[config.mk]
export PLATFORM = sky130hd
export DESIGN_NAME = uart_16550_register_model_core
export DESIGN_NICKNAME = d
export VERILOG_FILES = /design/src/design/u16550_pkg.sv /design/src/design/u16550_ring.sv /design/src/design/u16550_regs.sv /design/src/design/uart_16550_register_model_core.sv
export SDC_FILE = /design/constraint.sdc
export NUM_CORES = 2
export LEC_CHECK = 0
export BUFFER_PORTS_ARGS = -buffer_cell sky130_fd_sc_hd__buf_2
export CAP_MARGIN = 20
export CORE_MARGIN = 2
export CORE_UTILIZATION = 60
export DETAILED_ROUTE_END_ITERATION = 8
export HOLD_SLACK_MARGIN = 0.08
export PLACE_DENSITY = 0.76
export SETUP_SLACK_MARGIN = 0.05
export SKIP_CTS_REPAIR_TIMING = 1
export SLEW_MARGIN = 20
export SYNTH_ARGS = -nofsm -noshare
export SYNTH_HDL_FRONTEND = slang
export SYNTH_SLANG_ARGS = --single-unit
[constraint.sdc]
create_clock -name clk -period 6.02 [get_ports clk]
set_input_delay 1.204 -clock clk [delete_from_list [all_inputs] [get_ports clk]]
set_output_delay 1.204 -clock clk [all_outputs]
set_load 0.1 [all_outputs]
[src/design/u16550_pkg.sv]
// Shared types and constants for the 16550-style UART register model.
// Holds item mode codes, register offsets, status bit values and the
// per-item result record passed from the register file to the top level.
package u16550_pkg;

	typedef enum logic [1:0] {
		MODE_BUS_READ  = 2'd0,
		MODE_BUS_WRITE = 2'd1,
		MODE_RX_PUSH   = 2'd2,
		MODE_TX_POP    = 2'd3
	} mode_t;

	// Register offsets, 16550 layout
	localparam logic [2:0] OFF_DATA = 3'd0;  // RBR / THR / DLL
	localparam logic [2:0] OFF_IER  = 3'd1;  // IER / DLM
	localparam logic [2:0] OFF_IIR  = 3'd2;  // IIR / FCR
	localparam logic [2:0] OFF_LCR  = 3'd3;
	localparam logic [2:0] OFF_MCR  = 3'd4;
	localparam logic [2:0] OFF_LSR  = 3'd5;
	localparam logic [2:0] OFF_MSR  = 3'd6;
	localparam logic [2:0] OFF_SCR  = 3'd7;

	localparam int LCR_DLAB_BIT     = 7;
	localparam int IER_RX_DATA_BIT  = 0;
	localparam int IER_TX_EMPTY_BIT = 1;

	localparam logic [7:0] IIR_NO_INT     = 8'h01;
	localparam logic [7:0] IIR_TX_EMPTY   = 8'h02;
	localparam logic [7:0] IIR_RX_DATA    = 8'h04;
	localparam logic [7:0] LSR_DATA_READY = 8'h01;
	localparam logic [7:0] LSR_TX_IDLE    = 8'h60;
	localparam logic [7:0] MSR_FIXED      = 8'hB0;
	localparam logic [7:0] DLL_RESET      = 8'h01;

	localparam int IN_BITS  = 24;
	localparam int OUT_BITS = 120;

	// Result of one item, ready except for ring read data
	typedef struct packed {
		logic [7:0]  rdata;      // register read value (not RBR data)
		logic        rx_sel;     // read_data comes from receive ring
		logic        tx_sel;     // tx_byte comes from transmit ring
		logic        done;
		logic        irq_level;
		logic        irq_edge;
		logic [31:0] dropped;
		logic [31:0] written;
		logic [31:0] events;
	} result_t;

	// Ring status seen by the register file
	typedef struct packed {
		logic empty;
		logic full;
		logic one_left;          // a pop would leave the ring empty
	} ring_stat_t;

endpackage

[src/design/u16550_ring.sv]
// Byte ring with one unused slot: memory, read and write pointers.
// Read data is registered and holds until the next pop.
// Depends on u16550_pkg for the status record.
module u16550_ring import u16550_pkg::*; #(
	parameter int DEPTH = 64
) (
	input  logic       clk,
	input  logic       arst_n,
	input  logic       push,
	input  logic [7:0] push_data,
	input  logic       pop,
	output ring_stat_t stat,
	output logic [7:0] pop_data
);

	localparam int AW = $clog2(DEPTH);

	logic [7:0]    mem [DEPTH];
	logic [AW-1:0] rd_ptr_q;
	logic [AW-1:0] wr_ptr_q;
	logic [AW-1:0] rd_nxt;
	logic [AW-1:0] wr_nxt;
	logic [7:0]    pop_data_q;

	// Wrap pointers at the ring depth
	assign rd_nxt = (rd_ptr_q == AW'(DEPTH - 1)) ? '0 : rd_ptr_q + 1'b1;
	assign wr_nxt = (wr_ptr_q == AW'(DEPTH - 1)) ? '0 : wr_ptr_q + 1'b1;

	assign stat.empty    = (rd_ptr_q == wr_ptr_q);
	assign stat.full     = (wr_nxt == rd_ptr_q);
	assign stat.one_left = (rd_nxt == wr_ptr_q);
	assign pop_data      = pop_data_q;

	// Advance pointers
	always_ff @(posedge clk or negedge arst_n) begin
		if (!arst_n) begin
			rd_ptr_q <= '0;
			wr_ptr_q <= '0;
		end else begin
			if (push)
				wr_ptr_q <= wr_nxt;
			if (pop)
				rd_ptr_q <= rd_nxt;
		end
	end

	// Write entry, register read data on pop
	always_ff @(posedge clk) begin
		if (push)
			mem[wr_ptr_q] <= push_data;
		if (pop)
			pop_data_q <= mem[rd_ptr_q];
	end

endmodule

[src/design/u16550_regs.sv]
// Register file, interrupt logic and event counters of the UART model.
// Decides ring pushes and pops for each accepted item; uses u16550_pkg.
module u16550_regs import u16550_pkg::*; (
	input  logic       clk,
	input  logic       arst_n,
	input  logic       take,
	input  mode_t      mode,
	input  logic [2:0] offset,
	input  logic [7:0] write_data,
	input  ring_stat_t tx_stat,
	input  ring_stat_t rx_stat,
	output logic       tx_push,
	output logic       tx_pop,
	output logic       rx_push,
	output logic       rx_pop,
	output result_t    res
);

	logic [7:0]  ier_q, lcr_q, mcr_q, scr_q, dll_q, dlm_q;
	logic        thre_q;
	logic [31:0] dropped_q, written_q, events_q;

	logic [7:0]  ier_d;
	logic        thre_d;
	logic [7:0]  rd_val;
	logic        dlab;
	logic        irq_before, irq_after, rx_wait_after, edge_hit;
	logic        reg_wr;
	logic        thr_wr;
	logic        drop;

	assign dlab   = lcr_q[LCR_DLAB_BIT];
	assign reg_wr = (mode == MODE_BUS_WRITE);
	assign thr_wr = reg_wr && (offset == OFF_DATA) && !dlab;

	// Ring requests
	assign tx_push = take && thr_wr && !tx_stat.full;
	assign drop    = thr_wr && tx_stat.full;
	assign tx_pop  = take && (mode == MODE_TX_POP) && !tx_stat.empty;
	assign rx_push = take && (mode == MODE_RX_PUSH) && !rx_stat.full;
	assign rx_pop  = take && (mode == MODE_BUS_READ) && (offset == OFF_DATA) && !dlab
		&& !rx_stat.empty;

	// Next IER and THRE latch, read value
	always_comb begin
		ier_d  = ier_q;
		thre_d = thre_q;
		rd_val = '0;
		case (mode)
			MODE_BUS_READ: begin
				case (offset)
					OFF_DATA: rd_val = dlab ? dll_q : 8'h00;
					OFF_IER:  rd_val = dlab ? dlm_q : ier_q;
					OFF_IIR: begin
						if (ier_q[IER_RX_DATA_BIT] && !rx_stat.empty) begin
							rd_val = IIR_RX_DATA;
						end else if (ier_q[IER_TX_EMPTY_BIT] && thre_q) begin
							rd_val = IIR_TX_EMPTY;
							thre_d = 1'b0;
						end else begin
							rd_val = IIR_NO_INT;
						end
					end
					OFF_LCR: rd_val = lcr_q;
					OFF_MCR: rd_val = mcr_q;
					OFF_LSR: rd_val = (tx_stat.full ? 8'h00 : LSR_TX_IDLE)
						| (rx_stat.empty ? 8'h00 : LSR_DATA_READY);
					OFF_MSR: rd_val = MSR_FIXED;
					default: rd_val = scr_q;
				endcase
			end
			MODE_BUS_WRITE: begin
				if (thr_wr)
					thre_d = !tx_stat.full;
				else if (offset == OFF_IER && !dlab) begin
					ier_d = write_data;
					if (write_data[IER_TX_EMPTY_BIT] && !ier_q[IER_TX_EMPTY_BIT])
						thre_d = 1'b1;
				end
			end
			MODE_TX_POP: begin
				if (!tx_stat.empty && tx_stat.full)
					thre_d = 1'b1;
			end
			default: begin
			end
		endcase
	end

	// Interrupt condition before and after the item
	always_comb begin
		if (rx_push)
			rx_wait_after = 1'b1;
		else if (rx_pop)
			rx_wait_after = !rx_stat.one_left;
		else
			rx_wait_after = !rx_stat.empty;
		irq_before = (ier_q[IER_RX_DATA_BIT] && !rx_stat.empty)
			|| (ier_q[IER_TX_EMPTY_BIT] && thre_q);
		irq_after  = (ier_d[IER_RX_DATA_BIT] && rx_wait_after)
			|| (ier_d[IER_TX_EMPTY_BIT] && thre_d);
		edge_hit   = (mode != MODE_BUS_READ) && !irq_before && irq_after;
	end

	assign res.rdata     = rd_val;
	assign res.rx_sel    = rx_pop;
	assign res.tx_sel    = tx_pop;
	assign res.done      = rx_push || tx_pop;
	assign res.irq_level = irq_after;
	assign res.irq_edge  = edge_hit;
	assign res.dropped   = dropped_q + 32'(drop);
	assign res.written   = written_q + 32'(tx_push);
	assign res.events    = events_q + 32'(edge_hit);

	// Commit state on each accepted beat
	always_ff @(posedge clk or negedge arst_n) begin
		if (!arst_n) begin
			ier_q     <= '0;
			lcr_q     <= '0;
			mcr_q     <= '0;
			scr_q     <= '0;
			dll_q     <= DLL_RESET;
			dlm_q     <= '0;
			thre_q    <= 1'b0;
			dropped_q <= '0;
			written_q <= '0;
			events_q  <= '0;
		end else if (take) begin
			ier_q     <= ier_d;
			thre_q    <= thre_d;
			dropped_q <= res.dropped;
			written_q <= res.written;
			events_q  <= res.events;
			// FCR writes have no visible effect; LSR and MSR ignore writes
			if (reg_wr) begin
				case (offset)
					OFF_DATA: if (dlab) dll_q <= write_data;
					OFF_IER:  if (dlab) dlm_q <= write_data;
					OFF_LCR:  lcr_q <= write_data;
					OFF_MCR:  mcr_q <= write_data;
					OFF_SCR:  scr_q <= write_data;
					default: begin
					end
				endcase
			end
		end
	end

endmodule

[src/design/uart_16550_register_model_core.sv]
// Top level of the 16550-style UART register model: stream ports,
// one result stage and an output register. Uses u16550_pkg,
// u16550_regs and two u16550_ring instances.
//
// Usage: each input beat on s_* is one item (bus read, bus write, host
// receive enqueue or host transmit dequeue); each item yields exactly one
// result beat on m_*, in order.
// Order: the result stage loads with the input beat, and the output
// register loads from the result stage once it is free; m_tvalid
// comes from the output register.
// Throughput: one item per cycle while the output moves; register, pointer
// and counter updates complete in the accept cycle, and ring bytes come
// from each ring's single registered read port.
// Stall: with m_tready low the output register holds its beat and one more
// item is still taken into the result stage; s_tready then drops until the
// output moves.
// Reset: arst_n clears all registers, pointers, counters and both stages;
// DLL resets to 1. Ring contents are not cleared and need not be.
module uart_16550_register_model_core import u16550_pkg::*; #(
	parameter int TX_DEPTH = 256,
	parameter int RX_DEPTH = 64
) (
	input  logic                clk,
	input  logic                arst_n,
	input  logic                s_tvalid,
	output logic                s_tready,
	// mode[1:0], offset[4:2], write_data[12:5], rx_byte[20:13], zero pad
	input  logic [IN_BITS-1:0]  s_tdata,
	output logic                m_tvalid,
	input  logic                m_tready,
	// read_data[7:0], done_res[8], tx_byte[16:9], irq_level[17],
	// irq_edge[18], tx_dropped_count[50:19], tx_written_count[82:51],
	// irq_event_count[114:83], zero pad
	output logic [OUT_BITS-1:0] m_tdata
);

	logic          take;
	logic          adv_s1;
	logic          valid_s1;
	result_t       res;
	result_t       res_s1;
	logic          valid_q;
	logic [OUT_BITS-1:0] data_q;
	logic          tx_push, tx_pop, rx_push, rx_pop;
	ring_stat_t    tx_stat, rx_stat;
	logic [7:0]    tx_data, rx_data;
	logic [7:0]    read_byte, tx_byte;

	// Handshake: result stage moves when output register is free
	assign adv_s1   = valid_s1 && (!valid_q || m_tready);
	assign s_tready = !valid_s1 || adv_s1;
	assign take     = s_tvalid && s_tready;

	u16550_regs u_regs (
		.clk        (clk),
		.arst_n     (arst_n),
		.take       (take),
		.mode       (mode_t'(s_tdata[1:0])),
		.offset     (s_tdata[4:2]),
		.write_data (s_tdata[12:5]),
		.tx_stat    (tx_stat),
		.rx_stat    (rx_stat),
		.tx_push    (tx_push),
		.tx_pop     (tx_pop),
		.rx_push    (rx_push),
		.rx_pop     (rx_pop),
		.res        (res)
	);

	u16550_ring #(.DEPTH(TX_DEPTH)) u_tx_ring (
		.clk       (clk),
		.arst_n    (arst_n),
		.push      (tx_push),
		.push_data (s_tdata[12:5]),
		.pop       (tx_pop),
		.stat      (tx_stat),
		.pop_data  (tx_data)
	);

	u16550_ring #(.DEPTH(RX_DEPTH)) u_rx_ring (
		.clk       (clk),
		.arst_n    (arst_n),
		.push      (rx_push),
		.push_data (s_tdata[20:13]),
		.pop       (rx_pop),
		.stat      (rx_stat),
		.pop_data  (rx_data)
	);

	// Merge ring bytes into the result
	assign read_byte = res_s1.rx_sel ? rx_data : res_s1.rdata;
	assign tx_byte   = res_s1.tx_sel ? tx_data : 8'h00;

	// Stage valid flags
	always_ff @(posedge clk or negedge arst_n) begin
		if (!arst_n) begin
			valid_s1 <= 1'b0;
			valid_q  <= 1'b0;
		end else begin
			if (take)
				valid_s1 <= 1'b1;
			else if (adv_s1)
				valid_s1 <= 1'b0;
			if (adv_s1)
				valid_q <= 1'b1;
			else if (m_tready)
				valid_q <= 1'b0;
		end
	end

	// Hold payloads until their stage advances
	always_ff @(posedge clk) begin
		if (take)
			res_s1 <= res;
		if (adv_s1)
			data_q <= {5'd0, res_s1.events, res_s1.written, res_s1.dropped,
				res_s1.irq_edge, res_s1.irq_level, tx_byte, res_s1.done, read_byte};
	end

	assign m_tvalid = valid_q;
	assign m_tdata  = data_q;

endmodule

==> impl_results.md <==
* Status: finished, final reports clean
* Setup violations, final at 0
* Slowest stage cell on the critical path: or4b_1
* Clk_skew at 0.0589 ns
* GR Util All Layers at 0.277
* Sequential Power Share at 0.434
* Post-synthesis sequential area ratio at 0.761
* Post-DP Area at 0.121 sq mm
* FP Rows at 161
* Worst hold slack at approximately 0.41 ns
* Die area at 0.197 sq mm
* P_int at 38.8 mW
* Global route overflow at 0
* Max-cap violation count at 0
* Slowest Stage Delay on Critical Path at around 0.58 ns
* Core area at 0.192 sq mm
* GP Congestion at around 0.9
* Post-route DRC violation count at 0
* Layout cells sized above 1 at 0.264
* Layout area overhead at 12.3%
* 1st-iter DRT viols at 8241
* Peak supply drop at 0.546 mV
* Crit path arrival time at 6.18 ns
* Starting Density at 0.604
* Final wirelength at 273 mm
* RSZ-0062 raised after global routing: false
* Tightest Pin Transition at 1.26 ns
* Worst Hold Class: register to register
* Sw Pwr at 15.0 mW
* Root buf cell: clkbuf_16
* Multi-input gate area at 0.0262 sq mm
* Required time worst endpoint at ~6.7 ns
* Element type at the critical path start: register
* Most frequently used flop master after synthesis: edfxtp_1
* Critical Path End Type: register
* Max Slew Vio Count at 0
* Post-synth cell types at 89
* Die Width at 444 um
* F_max at 181 MHz
* Drt pass-1 iters at 6
* P per Cell Area at a little over 400 mW/mm^2
* Vias in the first global route at 58800
* CTS tree: yes
* FF+latch count, synth at 2975
* Crit path top cell by count: ha_1
* I/O pin count at 150
* Slew HR at 0.161
* CTS Buf Count at 302
* Htree depth at 5
* Final setup TNS at 0 ns
* Worst-path clk slew at 0.06 ns
* Largest net degree at the start of global routing at 175
* HPWL Detailed at 156 mm
* Dpl cells at ~8300
* Fin nets at 6083
* CTS sink cnt at 2975
* Register area at 0.0885 sq mm
* Standby leakage power at 42.3 nW
* Fin crit share at 0.919
* Post-synth ARST share at 0.0588
* Fin. Hold Viols at 0
* Post-synthesis cell count at 5665
* Non-filler cells in the finished layout at 8788
* Net Sw Frac at 0.278
* Worst skew pair latency at between 0.9 and 1 ns
* Syn_area_per_cell at 20.5 sq um
* CP top delay family: simple AND/OR/NAND/NOR gates
* Routed Antenna Nets at 0
* Number of buffers on the longest clock path at 4
* Post-Syn Area at around 0.12 sq mm
* Min cycle time layout at 5.53 ns
* Clock share of power at 0.340
* Final instance area at 0.130 sq mm
* Fill cells at 11400
* Port buffer count at approximately 140
* Buffers and inverters on the worst path at 1
* Via count at 58800
* Crit path max fanout at 10
* First-pass GRT wire length at 399 mm
* Combinational share of power at 0.226
* Yosys synthesis warning count at 0
* Via/cell ratio at around 6.7
* Post-synth EDFFs at 2800
* Worst setup margin at approximately 0.49 ns
* Pre-CTS setup slack at 0.321 ns
* Critical path class: register to register
* Die Span Y at between 400 and 500 um
* CP cell instances: inv_1 -> ha_1 -> nor2b_1 -> a311oi_1 -> o311ai_0 -> a211oi_2 -> nand3_1 -> or4b_1 -> a31oi_1 -> ha_1 -> ha_1 -> nand3_1 -> nor4_1 -> nand2_1 -> or3_1 -> xnor2_1
* Antenna violations before repair at 9
* WL per Instance at 31.0 um
-- logic make-up (layout without fill, tap and decap cells) --
family                     after synthesis  count (layout)  share of synthesized area
AOI/OAI and AO/OA                      394             394                     0.0238
xor gates and xnor gates               214             214                     0.0161
adders and majority gates               13              13                    0.00140
buffers and inverters                  358             947                     0.0145
DFF                                   2975            2975                      0.761
muxes                                  797             797                      0.146
other                                    1               9                  0.0000323
and+or+nand+nor                        913             913                     0.0369
-- sequential cells by signal (all words and copies together), names as in the netlist, 32 cells and up --
signal / count
u_regs.events_q: 32
res_s1: 109
u_tx_ring.mem: 2048
u_regs.dropped_q: 32
u_regs.written_q: 32
u_rx_ring.mem: 512
m_tdata: 115
-- per-stage QoR --
| step | util | power, mW |
|---|---|---|
| after floorplan | - | 32.0 |
| after global routing | 0.678 | 55.2 |
| after detailed placement | 0.628 | 35.7 |
| after CTS | 0.678 | 53.9 |
| after global placement | 0.628 | 35.5 |
| final | 0.678 | 53.7 |
-- Yosys cell counts, drive strengths merged (5+ instances only) --
cell type	number	area, sq um
xnor2	117	1020
xor2	97	850
and2	19	119
clkbuf	178	669
mux2	61	687
o41ai	5	51.3
nor3	41	210
and4	10	87.6
and3	27	169
nand3	77	423
nor4	24	163
buf	165	957
or3	10	62.6
a22o	31	272
nand2b	15	93.8
nand2	179	674
inv	14	52.6
edfxtp	2800	84100
a211oi	5	42.5
a221oi	30	263
or2	8	50.1
ha	13	163
nand4	35	244
mux2i	25	250
o21ai	46	230
nor2	414	1550
a21oi	77	389
o22ai	27	169
dfrtp	174	4350
nand4b	5	73.8
nand3b	12	90.1
a31oi	14	87.6
nor2b	18	113
mux4	711	16000
a22oi	112	841
a21o	6	45.0
-- cell type report --
type,count,share of cell area
clock inverters,156,0.0120
diodes,4,0.0000767
inverters,15,0.000479
clock buffers,364,0.0611
well taps,2526,0.0242
flip-flops and latches,2975,0.678
multi-input cells,2336,0.200
repair buffers,412,0.0235
-- power groups by stage --
stage	sequential, mW	combinational (mW)	clock (mW)
CTS	23.3	12.1	18.5
detailed placement	23.7	11.9	0
floorplan	23.9	8.13	0
finish	23.3	12.1	18.3
global route	23.3	12.6	19.2
global placement	23.7	11.8	0
-- path summary, 6_finish.rpt --
check	end	depth (start not counted)	from	slack, ns
worst max register to register	res_s1[24]	16	u_tx_ring.wr_ptr_q[1]	0.49
max in group asynchronous	u_regs.written_q[3]	4	arst_n	4.21
min in group asynchronous	u_rx_ring.rd_ptr_q[3]	2	arst_n	0.66
worst min register to register	m_tdata[18]	0	res_s1[96]	0.41
worst max-delay path	res_s1[24]	16	u_tx_ring.wr_ptr_q[1]	0.49
worst min-delay path	m_tdata[18]	0	res_s1[96]	0.41
-- metal layers --
metal,up-vias,GRT usage,part of all wire
met3,628,0.0597,0.10
li1,23900,-,-
met2,3618,0.434,0.48
met5,-,0,0.00024
met4,12,0.109,0.042
met1,30600,0.389,0.37
-- cell usage in the layout (no fill, tap or decap), types with 30 or more instances in the layout --
cell type	instances
edfxtp_1	2800
mux4_2	711
nor2_1	413
clkbuf_16	308
buf_4	260
nand2_1	177
dfrtp_1	164
buf_2	124
xnor2_1	117
a22oi_1	112
xor2_1	97
a21oi_1	76
nand3_1	68
mux2_2	61
clkinv_1	59
clkbuf_1	50
o21ai_0	45
clkinv_2	43
nor3_1	39
nand4_1	31
a22o_1	31
a221oi_1	30
bufinv_16	30
Note: power is estimated with default switching activity, not from simulation.
